`src/wrp_pkg.sv`:
```
// Package for the WAV RIFF header parser: shared types, codes and constants.
// No dependencies; every other file imports it.
`default_nettype none
package wrp_pkg;

    localparam int POS_W = 32;  // byte position counter width (16..32)
    localparam int BPF_W = 18;  // bytes per frame: 16-bit channels times up to 4

    localparam logic [31:0] TAG_FMT      = 32'h2074_6D66;
    localparam logic [31:0] TAG_DATA     = 32'h6174_6164;
    localparam logic [15:0] FMT_EXT      = 16'hFFFE;
    localparam logic [15:0] FMT_PCM      = 16'd1;
    localparam logic [15:0] FMT_FLOAT    = 16'd3;
    localparam logic [31:0] SUB_PCM      = 32'h0000_0001;
    localparam logic [31:0] SUB_FLOAT    = 32'h0000_0003;
    localparam logic [31:0] FMT_MIN_LEN  = 32'd16;
    localparam logic [31:0] EXT_MIN_LEN  = 32'd40;
    localparam logic [15:0] EXT_MIN_SIZE = 16'd22;
    localparam logic [15:0] BITS_PCM     = 16'd16;
    localparam logic [15:0] BITS_FLOAT   = 16'd32;

    typedef enum logic [1:0] {
        PH_RIFF = 2'd0,
        PH_HDR  = 2'd1,
        PH_BODY = 2'd2,
        PH_PAD  = 2'd3
    } phase_t;

    typedef enum logic [1:0] {
        ST_RUN   = 2'd0,
        ST_CHECK = 2'd1,
        ST_DIV   = 2'd2,
        ST_OUT   = 2'd3
    } ctrl_state_t;

    typedef struct packed {
        logic [7:0] in_byte;
        logic       last;
    } in_t;

    typedef struct packed {
        logic        ok;
        logic [15:0] channels;
        logic [31:0] sample_rate;
        logic        sample_format;
        logic [31:0] frame_count;
        logic [31:0] data_offset;
        logic [31:0] data_size;
    } out_t;

    typedef struct packed {
        logic take;   // input byte transfer
        logic check;  // evaluate final checks, start divide
        logic load;   // capture result
        logic clear;  // result transfer, back to reset state
    } cmd_t;

    typedef struct packed {
        logic div_done;
    } sts_t;

    // RIFF/WAVE magic by header position; 0 for the size bytes
    function automatic logic [7:0] magic_byte(input logic [3:0] idx);
        logic [7:0] r;
        case (idx)
            4'd0:    r = 8'h52;
            4'd1:    r = 8'h49;
            4'd2:    r = 8'h46;
            4'd3:    r = 8'h46;
            4'd8:    r = 8'h57;
            4'd9:    r = 8'h41;
            4'd10:   r = 8'h56;
            4'd11:   r = 8'h45;
            default: r = 8'h00;
        endcase
        return r;
    endfunction

endpackage
`default_nettype wire

```
`src/wrp_div.sv`:
```
// Restoring divider, one quotient bit per cycle.
// Depends on wrp_pkg.
`default_nettype none
module wrp_div
    import wrp_pkg::*;
(
    input  wire logic             aclk,
    input  wire logic             aresetn,
    input  wire logic             start,
    input  wire logic [31:0]      dividend,
    input  wire logic [BPF_W-1:0] divisor,
    output logic [31:0]           quotient,
    output logic [BPF_W-1:0]      remainder,
    output logic                  done
);
    logic [31:0]      quo_reg, quo_next;
    logic [BPF_W-1:0] rem_reg, rem_next;
    logic [BPF_W-1:0] dsr_reg, dsr_next;
    logic [4:0]       cnt_reg, cnt_next;
    logic             busy_reg, busy_next;
    logic             done_reg, done_next;
    logic [BPF_W:0]   trial;
    logic             fits;

    assign trial = {rem_reg, quo_reg[31]};
    assign fits  = trial >= {1'b0, dsr_reg};

    always_comb begin
        quo_next  = quo_reg;
        rem_next  = rem_reg;
        dsr_next  = dsr_reg;
        cnt_next  = cnt_reg;
        busy_next = busy_reg;
        done_next = 1'b0;
        if (start) begin
            quo_next  = dividend;
            rem_next  = '0;
            dsr_next  = divisor;
            cnt_next  = '0;
            busy_next = 1'b1;
        end else if (busy_reg) begin
            rem_next = fits ? BPF_W'(trial - {1'b0, dsr_reg}) : trial[BPF_W-1:0];
            quo_next = {quo_reg[30:0], fits};
            cnt_next = cnt_reg + 5'd1;
            if (cnt_reg == 5'd31) begin
                busy_next = 1'b0;
                done_next = 1'b1;
            end
        end
    end

    always_ff @(posedge aclk) begin
        if (!aresetn) begin
            busy_reg <= 1'b0;
            done_reg <= 1'b0;
            cnt_reg  <= '0;
        end else begin
            busy_reg <= busy_next;
            done_reg <= done_next;
            cnt_reg  <= cnt_next;
        end
        quo_reg <= quo_next;
        rem_reg <= rem_next;
        dsr_reg <= dsr_next;
    end

    assign quotient  = quo_reg;
    assign remainder = rem_reg;
    assign done      = done_reg;

    a_done_not_busy: assert property (@(posedge aclk) disable iff (!aresetn)
        done_reg |-> !busy_reg)
        else $error("divider done while busy");
endmodule
`default_nettype wire

```
`src/wrp_dp.sv`:
```
// Datapath: byte parser state, fmt/data capture, final checks, divider, result register.
// Depends on wrp_pkg and wrp_div.
`default_nettype none
module wrp_dp
    import wrp_pkg::*;
(
    input  wire logic aclk,
    input  wire logic aresetn,
    input  wire in_t  s_data,
    input  wire cmd_t cmd,
    output sts_t      sts,
    output out_t      m_data
);
    phase_t           phase_reg, phase_next;
    logic [POS_W-1:0] pos_reg, pos_next;
    logic [2:0]       hcnt_reg, hcnt_next;
    logic [31:0]      tag_reg, tag_next;
    logic [31:0]      len_reg, len_next;
    logic [31:0]      remn_reg, remn_next;
    logic [4:0]       bidx_reg, bidx_next;
    logic             pad_reg, pad_next;
    logic             infmt_reg, infmt_next;
    logic [15:0]      af_reg, af_next;
    logic [15:0]      ch_reg, ch_next;
    logic [31:0]      rate_reg, rate_next;
    logic [15:0]      balign_reg, balign_next;
    logic [15:0]      bits_reg, bits_next;
    logic [15:0]      ext_reg, ext_next;
    logic [31:0]      sub_reg, sub_next;
    logic             fseen_reg, fseen_next;
    logic             dseen_reg, dseen_next;
    logic [31:0]      dstart_reg, dstart_next;
    logic [31:0]      dlen_reg, dlen_next;
    logic             fail_reg, fail_next;

    logic             okpre_reg;
    logic             fcode_reg;
    logic [BPF_W-1:0] bpf_reg;
    out_t             res_reg;

    logic [7:0]       b;
    logic             end_now;
    logic [31:0]      new_len;
    logic             is_pcm, is_flt;
    logic [BPF_W-1:0] bpf;
    logic             ok_pre;
    logic [31:0]      quo;
    logic [BPF_W-1:0] rmd;
    logic             div_done;

    assign b       = s_data.in_byte;
    assign new_len = {b, len_reg[31:8]};

    always_comb begin
        phase_next  = phase_reg;
        pos_next    = pos_reg;
        hcnt_next   = hcnt_reg;
        tag_next    = tag_reg;
        len_next    = len_reg;
        remn_next   = remn_reg;
        bidx_next   = bidx_reg;
        pad_next    = pad_reg;
        infmt_next  = infmt_reg;
        af_next     = af_reg;
        ch_next     = ch_reg;
        rate_next   = rate_reg;
        balign_next = balign_reg;
        bits_next   = bits_reg;
        ext_next    = ext_reg;
        sub_next    = sub_reg;
        fseen_next  = fseen_reg;
        dseen_next  = dseen_reg;
        dstart_next = dstart_reg;
        dlen_next   = dlen_reg;
        fail_next   = fail_reg;
        end_now     = 1'b0;

        if (cmd.clear) begin
            phase_next  = PH_RIFF;
            pos_next    = '0;
            hcnt_next   = '0;
            tag_next    = '0;
            len_next    = '0;
            remn_next   = '0;
            bidx_next   = '0;
            pad_next    = 1'b0;
            infmt_next  = 1'b0;
            af_next     = '0;
            ch_next     = '0;
            rate_next   = '0;
            balign_next = '0;
            bits_next   = '0;
            ext_next    = '0;
            sub_next    = '0;
            fseen_next  = 1'b0;
            dseen_next  = 1'b0;
            dstart_next = '0;
            dlen_next   = '0;
            fail_next   = 1'b0;
        end else if (cmd.take) begin
            case (phase_reg)
                PH_RIFF: begin
                    if ((pos_reg < POS_W'(4) || pos_reg >= POS_W'(8))
                        && b != magic_byte(pos_reg[3:0])) begin
                        fail_next = 1'b1;
                    end
                    if (pos_reg >= POS_W'(11)) begin
                        phase_next = PH_HDR;
                        hcnt_next  = '0;
                    end
                end
                PH_HDR: begin
                    if (hcnt_reg < 3'd4) tag_next = {b, tag_reg[31:8]};
                    else                 len_next = new_len;
                    hcnt_next = hcnt_reg + 3'd1;
                    if (hcnt_reg == 3'd7) begin
                        remn_next  = new_len;
                        bidx_next  = '0;
                        pad_next   = new_len[0];
                        infmt_next = 1'b0;
                        if (tag_reg == TAG_FMT) begin
                            if (new_len < FMT_MIN_LEN) fail_next = 1'b1;
                            infmt_next = 1'b1;
                        end else if (tag_reg == TAG_DATA) begin
                            dseen_next  = 1'b1;
                            dstart_next = 32'(pos_reg) + 32'd1;
                            dlen_next   = new_len;
                        end
                        if (new_len == '0) end_now = 1'b1;
                        else               phase_next = PH_BODY;
                    end
                end
                PH_BODY: begin
                    if (infmt_reg) begin
                        if (bidx_reg < 5'd2)
                            af_next[{bidx_reg[0], 3'b000} +: 8] = b;
                        else if (bidx_reg < 5'd4)
                            ch_next[{bidx_reg[0], 3'b000} +: 8] = b;
                        else if (bidx_reg < 5'd8)
                            rate_next[{bidx_reg[1:0], 3'b000} +: 8] = b;
                        else if (bidx_reg == 5'd12 || bidx_reg == 5'd13)
                            balign_next[{bidx_reg[0], 3'b000} +: 8] = b;
                        else if (bidx_reg == 5'd14 || bidx_reg == 5'd15)
                            bits_next[{bidx_reg[0], 3'b000} +: 8] = b;
                        else if (bidx_reg == 5'd16 || bidx_reg == 5'd17)
                            ext_next[{bidx_reg[0], 3'b000} +: 8] = b;
                        else if (bidx_reg >= 5'd24 && bidx_reg < 5'd28)
                            sub_next[{bidx_reg[1:0], 3'b000} +: 8] = b;
                    end
                    if (bidx_reg != 5'd31) bidx_next = bidx_reg + 5'd1;
                    remn_next = remn_reg - 32'd1;
                    if (remn_reg == 32'd1) end_now = 1'b1;
                end
                PH_PAD: begin
                    phase_next = PH_HDR;
                    hcnt_next  = '0;
                end
                default: begin
                    phase_next = PH_HDR;
                end
            endcase

            // end of a chunk body; fmt fixups see this byte's captures
            if (end_now) begin
                if (infmt_next) begin
                    if (af_next == FMT_EXT) begin
                        if (len_next < EXT_MIN_LEN || ext_next < EXT_MIN_SIZE)
                            fail_next = 1'b1;
                        else if (sub_next == SUB_PCM)   af_next = FMT_PCM;
                        else if (sub_next == SUB_FLOAT) af_next = FMT_FLOAT;
                        else fail_next = 1'b1;
                    end
                    fseen_next = 1'b1;
                    infmt_next = 1'b0;
                end
                phase_next = pad_next ? PH_PAD : PH_HDR;
                hcnt_next  = '0;
            end

            if (pos_reg == '1) fail_next = 1'b1;
            else               pos_next  = pos_reg + POS_W'(1);
        end
    end

    // final checks, taken after the last byte has updated the state
    assign is_pcm = af_reg == FMT_PCM && bits_reg == BITS_PCM;
    assign is_flt = af_reg == FMT_FLOAT && bits_reg == BITS_FLOAT;
    assign bpf    = is_pcm ? {1'b0, ch_reg, 1'b0} :
                    is_flt ? {ch_reg, 2'b00} : '0;
    assign ok_pre = !fail_reg && phase_reg != PH_RIFF && phase_reg != PH_BODY
                    && fseen_reg && dseen_reg && ch_reg != '0 && rate_reg != '0
                    && (is_pcm || is_flt) && {2'b00, balign_reg} == bpf
                    && bpf != '0 && dlen_reg != '0;

    wrp_div u_div (
        .aclk      (aclk),
        .aresetn   (aresetn),
        .start     (cmd.check),
        .dividend  (dlen_reg),
        .divisor   (bpf),
        .quotient  (quo),
        .remainder (rmd),
        .done      (div_done)
    );

    always_ff @(posedge aclk) begin
        if (!aresetn) begin
            phase_reg  <= PH_RIFF;
            pos_reg    <= '0;
            hcnt_reg   <= '0;
            tag_reg    <= '0;
            len_reg    <= '0;
            remn_reg   <= '0;
            bidx_reg   <= '0;
            pad_reg    <= 1'b0;
            infmt_reg  <= 1'b0;
            af_reg     <= '0;
            ch_reg     <= '0;
            rate_reg   <= '0;
            balign_reg <= '0;
            bits_reg   <= '0;
            ext_reg    <= '0;
            sub_reg    <= '0;
            fseen_reg  <= 1'b0;
            dseen_reg  <= 1'b0;
            dstart_reg <= '0;
            dlen_reg   <= '0;
            fail_reg   <= 1'b0;
        end else begin
            phase_reg  <= phase_next;
            pos_reg    <= pos_next;
            hcnt_reg   <= hcnt_next;
            tag_reg    <= tag_next;
            len_reg    <= len_next;
            remn_reg   <= remn_next;
            bidx_reg   <= bidx_next;
            pad_reg    <= pad_next;
            infmt_reg  <= infmt_next;
            af_reg     <= af_next;
            ch_reg     <= ch_next;
            rate_reg   <= rate_next;
            balign_reg <= balign_next;
            bits_reg   <= bits_next;
            ext_reg    <= ext_next;
            sub_reg    <= sub_next;
            fseen_reg  <= fseen_next;
            dseen_reg  <= dseen_next;
            dstart_reg <= dstart_next;
            dlen_reg   <= dlen_next;
            fail_reg   <= fail_next;
        end

        if (cmd.check) begin
            okpre_reg <= ok_pre;
            fcode_reg <= is_flt;
            bpf_reg   <= bpf;
        end

        if (cmd.load) begin
            if (okpre_reg && rmd == '0) begin
                res_reg.ok            <= 1'b1;
                res_reg.channels      <= ch_reg;
                res_reg.sample_rate   <= rate_reg;
                res_reg.sample_format <= fcode_reg;
                res_reg.frame_count   <= quo;
                res_reg.data_offset   <= dstart_reg;
                res_reg.data_size     <= dlen_reg;
            end else begin
                res_reg <= '0;
            end
        end
    end

    assign sts.div_done = div_done;
    assign m_data       = res_reg;

    a_ok_frame: assert property (@(posedge aclk) disable iff (!aresetn)
        cmd.load && okpre_reg |-> bpf_reg != '0)
        else $error("accepted result with zero frame size");
endmodule
`default_nettype wire

```
`src/wrp_ctrl.sv`:
```
// Controller: sequences byte intake, final check, divide and result handoff.
// Depends on wrp_pkg.
`default_nettype none
module wrp_ctrl
    import wrp_pkg::*;
(
    input  wire logic aclk,
    input  wire logic aresetn,
    input  wire logic s_valid,
    input  wire logic s_last,
    input  wire logic m_ready,
    input  wire sts_t sts,
    output logic      s_ready,
    output logic      m_valid,
    output cmd_t      cmd
);
    ctrl_state_t state_reg, state_next;

    always_comb begin
        state_next = state_reg;
        case (state_reg)
            ST_RUN:   if (s_valid && s_last) state_next = ST_CHECK;
            ST_CHECK: state_next = ST_DIV;
            ST_DIV:   if (sts.div_done) state_next = ST_OUT;
            ST_OUT:   if (m_ready) state_next = ST_RUN;
            default:  state_next = ST_RUN;
        endcase
    end

    always_comb begin
        s_ready   = 1'b0;
        m_valid   = 1'b0;
        cmd       = '0;
        case (state_reg)
            ST_RUN: begin
                s_ready  = 1'b1;
                cmd.take = s_valid;
            end
            ST_CHECK: cmd.check = 1'b1;
            ST_DIV:   cmd.load  = sts.div_done;
            ST_OUT: begin
                m_valid   = 1'b1;
                cmd.clear = m_ready;
            end
            default: ;
        endcase
    end

    always_ff @(posedge aclk) begin
        if (!aresetn) state_reg <= ST_RUN;
        else          state_reg <= state_next;
    end

    a_no_overlap: assert property (@(posedge aclk) disable iff (!aresetn)
        !(s_ready && m_valid))
        else $error("input and result open together");
    a_last_stops: assert property (@(posedge aclk) disable iff (!aresetn)
        s_valid && s_ready && s_last |=> !s_ready)
        else $error("input taken after final byte");
    a_done_out: assert property (@(posedge aclk) disable iff (!aresetn)
        state_reg == ST_DIV && sts.div_done |=> m_valid)
        else $error("result not presented after divide");
    a_done_state: assert property (@(posedge aclk) disable iff (!aresetn)
        sts.div_done |-> state_reg == ST_DIV)
        else $error("divider finished outside divide state");
endmodule
`default_nettype wire

```
`src/wav_riff_header_parser.sv`:
```
// WAV RIFF header parser, top level.
// Input: s_valid/s_ready/s_data, one file byte per transfer, s_data.last on the
// final byte. Output: m_valid/m_ready/m_data, one result per file.
// Bytes are taken one per cycle while the parser runs. After the final byte
// transfer, s_ready drops: a final-check step, then a bit-serial divide (data
// size by frame size), then a result load. The result is held until m_ready;
// on that transfer the parser returns to its reset state and s_ready rises the
// next cycle.
// A failed file gives ok=0 with all other fields zero.
// Reset (aresetn low, synchronous) clears the byte parser state; no result is pending.
// While the receiver stalls, the result stays on m_data and no byte is taken.
// Depends on wrp_pkg, wrp_ctrl, wrp_dp, wrp_div.
`default_nettype none
module wav_riff_header_parser
    import wrp_pkg::*;
(
    input  wire logic aclk,
    input  wire logic aresetn,
    input  wire logic s_valid,
    output logic      s_ready,
    input  wire in_t  s_data,
    output logic      m_valid,
    input  wire logic m_ready,
    output out_t      m_data
);
    cmd_t cmd;
    sts_t sts;

    wrp_ctrl u_ctrl (
        .aclk    (aclk),
        .aresetn (aresetn),
        .s_valid (s_valid),
        .s_last  (s_data.last),
        .m_ready (m_ready),
        .sts     (sts),
        .s_ready (s_ready),
        .m_valid (m_valid),
        .cmd     (cmd)
    );

    wrp_dp u_dp (
        .aclk    (aclk),
        .aresetn (aresetn),
        .s_data  (s_data),
        .cmd     (cmd),
        .sts     (sts),
        .m_data  (m_data)
    );
endmodule
`default_nettype wire
```
`config.mk`:
```
export PLATFORM = sky130hd
export DESIGN_NAME = wav_riff_header_parser
export DESIGN_NICKNAME = d
export VERILOG_FILES = /design/src/wrp_pkg.sv /design/src/wrp_div.sv /design/src/wrp_dp.sv /design/src/wrp_ctrl.sv /design/src/wav_riff_header_parser.sv
export SDC_FILE = /design/constraint.sdc
export NUM_CORES = 1
export LEC_CHECK = 0
export ABC_CLOCK_PERIOD_IN_PS = 4300
export BUFFER_PORTS_ARGS = -buffer_cell sky130_fd_sc_hd__buf_2
export CORE_ASPECT_RATIO = 1.5
export CORE_MARGIN = 2
export CORE_UTILIZATION = 50
export CTS_BUF_LIST = sky130_fd_sc_hd__clkbuf_16
export CTS_CLUSTER_DIAMETER = 50
export DETAILED_ROUTE_END_ITERATION = 8
export GPL_TIMING_DRIVEN = 0
export PLACE_DENSITY = 0.7
export SETUP_SLACK_MARGIN = 0.5
export SLEW_MARGIN = 25
export SYNTH_ARGS = -nofsm -noshare
export SYNTH_HDL_FRONTEND = slang
export SYNTH_SLANG_ARGS = --single-unit
```
`constraint.sdc`:
```
create_clock -name aclk -period 4.3 [get_ports aclk]
set_input_delay 0 -clock aclk [delete_from_list [all_inputs] [get_ports aclk]]
set_output_delay 0 -clock aclk [all_outputs]
set_load 0.1 [all_outputs]
```
; After elaboration in Yosys (flattened, before gate mapping)
; Memories as Yosys holds them, arrays and structs flattened. A register that Yosys moved wholly into a read port is not among the register bits.
; Cells that the tools add are included.
[classes]
add_sub_neg = 8
multipliers = 0
n_div = 0
order_cmp = 13
n_eq_ne = 37
shifts = 4
muxes = 110
bitwise_logic = 8
n_reduce_logical = 51
[ops]
columns = op, count
row1 = 32-bit two-way mux, 18
row2 = 16-bit two-way mux, 21
row3 = 146-bit two-way mux, 1
row4 = 16-bit bitwise mux, 5
row5 = 32-bit bitwise mux, 2
row6 = "32-bit by 1-bit equality test with 1-bit output, second input constant", 2
row7 = "32-bit by 4-bit >= comparator with 1-bit output, second input constant", 2
row8 = 32-bit case mux with 2 select lines, 1
row9 = 32-bit nonzero test, 2
row10 = 18-bit two-way mux, 3
row11 = 1-bit two-way mux, 36
row12 = "32-bit by 1-bit adder with 32-bit output, second input constant", 1
row13 = "32-bit by 2-bit equality test with 1-bit output, second input constant", 1
row14 = "32-bit by 30-bit equality test with 1-bit output, second input constant", 1
row15 = "32-bit by 31-bit equality test with 1-bit output, second input constant", 1
row16 = "32-bit equality test, second input constant", 1
row17 = 32-bit zero test, 1
row18 = "32-bit by 3-bit less-than comparator with 1-bit output, second input constant", 1
row19 = "32-bit by 5-bit less-than comparator with 1-bit output, second input constant", 1
row20 = "32-bit by 6-bit less-than comparator with 1-bit output, second input constant", 1
row21 = "8-bit by 7-bit variable shift with 32-bit output, first input constant", 1
row22 = 8-bit by 7-bit variable part select with 32-bit output, 1
row23 = "32-bit by 1-bit subtractor with 32-bit output, second input constant", 1
row24 = 8-bit two-way mux, 3
row25 = 60 further kinds, 123
[totals]
reg_bits = 576
latch_bits = 0
mem_bits_rw = 0
mem_bits_ro = 96
inputBits = 13
elab_cells = 269
memories = 1
[memory_table]
columns = name, words, width, rd, rd_ports_with_merged_regs, wr, line_no
row1 = (name not given), 16, 6, 1, 1, 0, wrp_pkg.sv:65  ; case (idx)

; Depth between registers and ports, before layout
[depth]
ltp_word = 22
ltp_mapped = 15
depth_no_buf = 12

; By module
; A second synthesis with hierarchy kept.
[unflattened]
hier_cells = 2818
hier_area_um2 = 26211.4
[modules_own_cells]
columns = mod, instances, cells_each, area_each_um2, seq_area_each_um2
row1 = wrp_dp, 1, 2399, 21759.6, 11511.0
row2 = wrp_div, 1, 399, 4264.1, 2001.9
row3 = wrp_ctrl, 1, 20, 187.7, 40.0

; Worst setup path before layout
; No wires, ideal clock.
[synth_path]
path_type = register to register
startpoint = reg u_ctrl.state_reg[0]
endpoint = reg u_dp.res_reg, in the netlist u_dp.m_data[0] (enable)
arrival_ps = 3918
path_slack_ps = -140
path_stages_with_launch = 4
path_buffers = 0
synth_period_minus_slack_ps = 4440
cell_sequence = dfxtp_1 -> inv_1 -> ha_1 -> and2_1
[synth_lines]
columns = item, line_no
row1 = "start, declared", wrp_ctrl.sv:17  ; ctrl_state_t state_reg, state_next;
row2 = "start signal, assigned", wrp_ctrl.sv:51  ; else state_reg <= state_next;
row3 = "end, declared", wrp_dp.sv:39  ; out_t res_reg;

; Worst setup path in the final report
[layout_path]
startpoint = reg u_dp.bidx_reg[1]
endpoint = reg u_dp.af_reg[13]
[layout_via]
elab_chain_cells = 21
[layout_lines]
columns = item, line_no
row1 = "start, declared", wrp_dp.sv:20  ; logic [4:0] bidx_reg, bidx_next;
row2 = "start signal, assigned", wrp_dp.sv:236  ; bidx_reg <= bidx_next;
row3 = 5-bit negator with 7-bit output, wrp_dp.sv:148  ; sub_next[{bidx_reg[1:0], 3'b000} +: 8] = b;
row4 = 8-bit by 7-bit variable part select with 32-bit output or 8-bit by 7-bit variable shift with 32-bit output (tied branches), wrp_dp.sv:148
row5 = 32-bit bitwise mux, wrp_dp.sv:148
row6 = 32-bit two-way mux, wrp_dp.sv:147  ; else if (bidx_reg >= 5'd24 && bidx_reg < 5'd28)
row7 = 32-bit two-way mux, wrp_dp.sv:145  ; else if (bidx_reg == 5'd16 || bidx_reg == 5'd17)
row8 = 32-bit two-way mux, wrp_dp.sv:143  ; else if (bidx_reg == 5'd14 || bidx_reg == 5'd15)
row9 = 32-bit two-way mux, wrp_dp.sv:141  ; else if (bidx_reg == 5'd12 || bidx_reg == 5'd13)
row10 = 32-bit two-way mux, wrp_dp.sv:139  ; else if (bidx_reg < 5'd8)
row11 = [... 5 more ...], n/a
row12 = 32-bit two-way mux, wrp_dp.sv:78  ; if (cmd.clear) begin
row13 = 32-bit by 2-bit equality test with 1-bit output, wrp_dp.sv:170  ; else if (sub_next == SUB_FLOAT) af_next = FMT_FLOAT;
row14 = 16-bit two-way mux, wrp_dp.sv:170
row15 = 16-bit two-way mux, wrp_dp.sv:169  ; else if (sub_next == SUB_PCM) af_next = FMT_PCM;
row16 = 16-bit two-way mux, wrp_dp.sv:167  ; if (len_next < EXT_MIN_LEN || ext_next < EXT_MIN_SIZE)
row17 = 16-bit two-way mux, wrp_dp.sv:166  ; if (af_next == FMT_EXT) begin
row18 = 16-bit two-way mux, wrp_dp.sv:165  ; if (infmt_next) begin
row19 = 16-bit two-way mux *, wrp_dp.sv:164  ; if (end_now) begin
row20 = "end signal, assigned", wrp_dp.sv:239  ; af_reg <= af_next;
row21 = "end, declared", wrp_dp.sv:23  ; logic [15:0] af_reg, af_next;
; Mark *: on every way between the ends. The rest lies on a longest branch, timed or not. The select of a mux whose other input is x is not followed.
; A chain may end at the register's enable or synchronous reset.

==> results.json <==
{
  "outcome": "complete, no violations",
  "yosysWarnings": 0,
  "synth_seq_area_share_pct": 52.43,
  "antenna_left": 0,
  "grt_overflow_total": 0,
  "worstHoldEndpoint": "u_dp.fail_reg",
  "setup_tns_ns": 0,
  "avgSynthCellArea_um2": 9.298,
  "r2r_slack_ns": 0.70,
  "maxSlewViolCount": 0,
  "cp.arrival_ns": 4.09,
  "synthFlopType": "dfxtp_1",
  "cts_tree": "built",
  "vdd_ir_drop_max_v": 0.0003360,
  "grt_usage_pct": 27.94,
  "ff2ff_path_depth": 13,
  "hp-class": "input port to flip-flop",
  "fmax_mhz": 277.5,
  "hpwl_mm": 56.58,
  "path_clk_slew_ns": 0.07,
  "power_leakage_nw": 9.812,
  "holdPathStages": 5,
  "required_ns": 4.78,
  "slew_headroom_pct": 22.97,
  "rsz0062_at_grt": "false",
  "grt_pass1_vias": 21030,
  "grt_pass1_wl_mm": 116.9,
  "worstSetupPathType": "flip-flop to flip-flop",
  "cts_inserted_buffers": 55,
  "ioPinCount": 161,
  "final_common_cell": "dfxtp_1",
  "grt_max_degree": 59,
  "nets": 3049,
  "initial_core_util_pct": 50.28,
  "vias_per_cell": 5.799,
  "instances_no_fill": 3719,
  "root_buffer": "clkbuf_16",
  "worstSetupEndpointType": "flip-flop",
  "drcViolationCount": 0,
  "die_w_um": 189.5,
  "via_count": 21570,
  "layout_common_cells": "dfxtp_1 (378), nand2_1 (369), nor2_1 (333)",
  "dp.cells": 3607,
  "largest_reg_flops": 146,
  "cellPowerDensity_nw_per_um2": 459.7,
  "hold_viol": 0,
  "synth-seq-cells": 577,
  "clkSinkCount": 577,
  "skew_ns": 0.02773,
  "synth_edf_count": 197,
  "ys_types": 76,
  "routedWlPerCell_um": 20.53,
  "dr.pass1.iters": 6,
  "setup_viol": 0,
  "synth_cells": 2774,
  "r2r_end": "u_dp.af_reg[13]",
  "pre_cts_ws_ns": 0.008243,
  "timing.rr.start": "u_dp.bidx_reg[1]",
  "power_mw": 13.50,
  "drive_above_1_share_pct": 10.99,
  "fin_crit_sh_pct": 83.81,
  "die_h_um": 282.2,
  "drt_iter0_drc": 1676,
  "worst-path-max-fanout": 10,
  "fin_util_pct": 57.24,
  "syn_area_um2": 25790,
  "clockBufferDepth": 3,
  "worstMarginPinSlew_ns": 1.155,
  "rows": 102,
  "synth_nets": 2827,
  "place_congestion": 1.016,
  "wl_mm": 76.34,
  "min-delay-start": "s_data[3]",
  "die_area_um2": 53460,
  "cap_violations": 0,
  "core_area_um2": 51300,
  "async_flop_share_pct": 0,
  "clock_insertion_delay_worst_skew_ns": 0.61,
  "h-tree-depth": 2,
  "setup_ws_ns": 0.6961,
  "area_growth_pct": 13.84,
  "worstSetupStartpointType": "flip-flop",
  "port_buffers": 154,
  "antenna_found_initial": 3,
  "min_period_ns": 3.604
}
-- worst max-delay path: stages (launching register included) --
cell and delay, ns:
dfxtp_2 0.46, ha_1 0.19, clkbuf_2 0.24, inv_1 0.09
nor2_1 0.17, ha_1 0.21, and4bb_2 0.31, and2_1 0.24
a41oi_1 0.33, nand3_1 0.18, nor4bb_4 0.31, nand4_2 0.26
nor2_2 0.37, o21ai_1 0.13
-- where the power goes --
| part | total, mW | switching, mW | internal [mW] |
|---|---|---|---|
| clock | 4.75 | 2.16 | 2.59 |
| sequential | 6.30 | 0.230 | 6.07 |
| combinational | 2.44 | 1.59 | 0.849 |
| total | 13.5 | 3.99 | 9.51 |
-- repair_timing --
| action | 4_1_cts | 5_1_grt |
|---|---|---|
| pin swaps | 0 | 1 |
| hold buffers | 7 | 0 |
| buffers inserted | 0 | 1 |
| endpoints found under the hold margin | 16 | 0 |
| setup endpoints to repair | 21 | 16 |
| gates resized for setup | 3 | 6 |
-- cell type report --
type	count	area (um2)
Sequential cell	577	13530
Multi-Input combinational cell	1964	11410
Fill cell	4583	21940
Clock inverter	46	367.9
Inverter	54	203.9
Timing Repair Buffer	165	908.4
Antenna cell	3	7.507
Clock buffer	55	1376
Tap cell	676	845.8
Buffer	179	715.7
-- metrics by stage --
step / hold WS, ns / area (um2)
floorplan: 0.1622 / 25790
global placement: 0.3512 / 27410
detailed placement: 0.3651 / 27500
CTS: 0.04325 / 29320
global route: 0.1140 / 29360
finish: 0.07921 / 29360
-- synthesized netlist by cell type (all sizes together) (55+ instances only) --
library cell / instances / share of area [%]
and2: 165 / 4.0
nand2: 369 / 5.4
clkbuf: 150 / 2.2
edfxtp: 197 / 23
nor4: 77 / 1.9
nor2: 334 / 4.9
o21ai: 66 / 1.3
nand3: 83 / 1.6
a21oi: 236 / 4.6
mux2i: 67 / 2.6
nand4: 55 / 1.4
dfxtp: 380 / 29
-- logic make-up (layout without fill, tap and decap cells) --
family / after synthesis / in the layout / share of synthesized area [%]
XOR/XNOR: 83 / 83 / 2.818
adder cells (fa/ha/maj): 40 / 40 / 1.969
AND/OR/NAND/NOR: 1237 / 1237 / 23.22
buffers and inverters: 233 / 499 / 3.541
other: 0 / 3 / 0
multiplexers: 102 / 102 / 4.128
AO/OA/AOI/OAI: 502 / 502 / 11.90
flip-flops: 577 / 577 / 52.43
-- layer usage --
layer / share of wire (%) / up-vias / GRT usage, %
li1: - / 10270 / -
met1: 38 / 10280 / 30.79
met2: 51 / 792 / 51.42
met3: 5.1 / 222 / 3.065
met4: 6.3 / 0 / 17.09
met5: 0 / - / 0
-- how the worst max path moves through the flow --
stage | startpoint | depth (start not counted) | endpoint
floorplan | u_dp.bidx_reg[0] | 15 | u_dp.af_reg[9]
global placement | u_dp.bidx_reg[0] | 10 | u_dp.af_reg[11]
detailed placement | u_dp.bidx_reg[0] | 10 | u_dp.af_reg[11]
CTS | u_dp.bidx_reg[1] | 14 | u_dp.af_reg[11]
global route | u_dp.bidx_reg[0] | 14 | u_dp.af_reg[0]
finish | u_dp.bidx_reg[1] | 13 | u_dp.af_reg[13]
No activity file was read; power rests on OpenSTA's default activity.
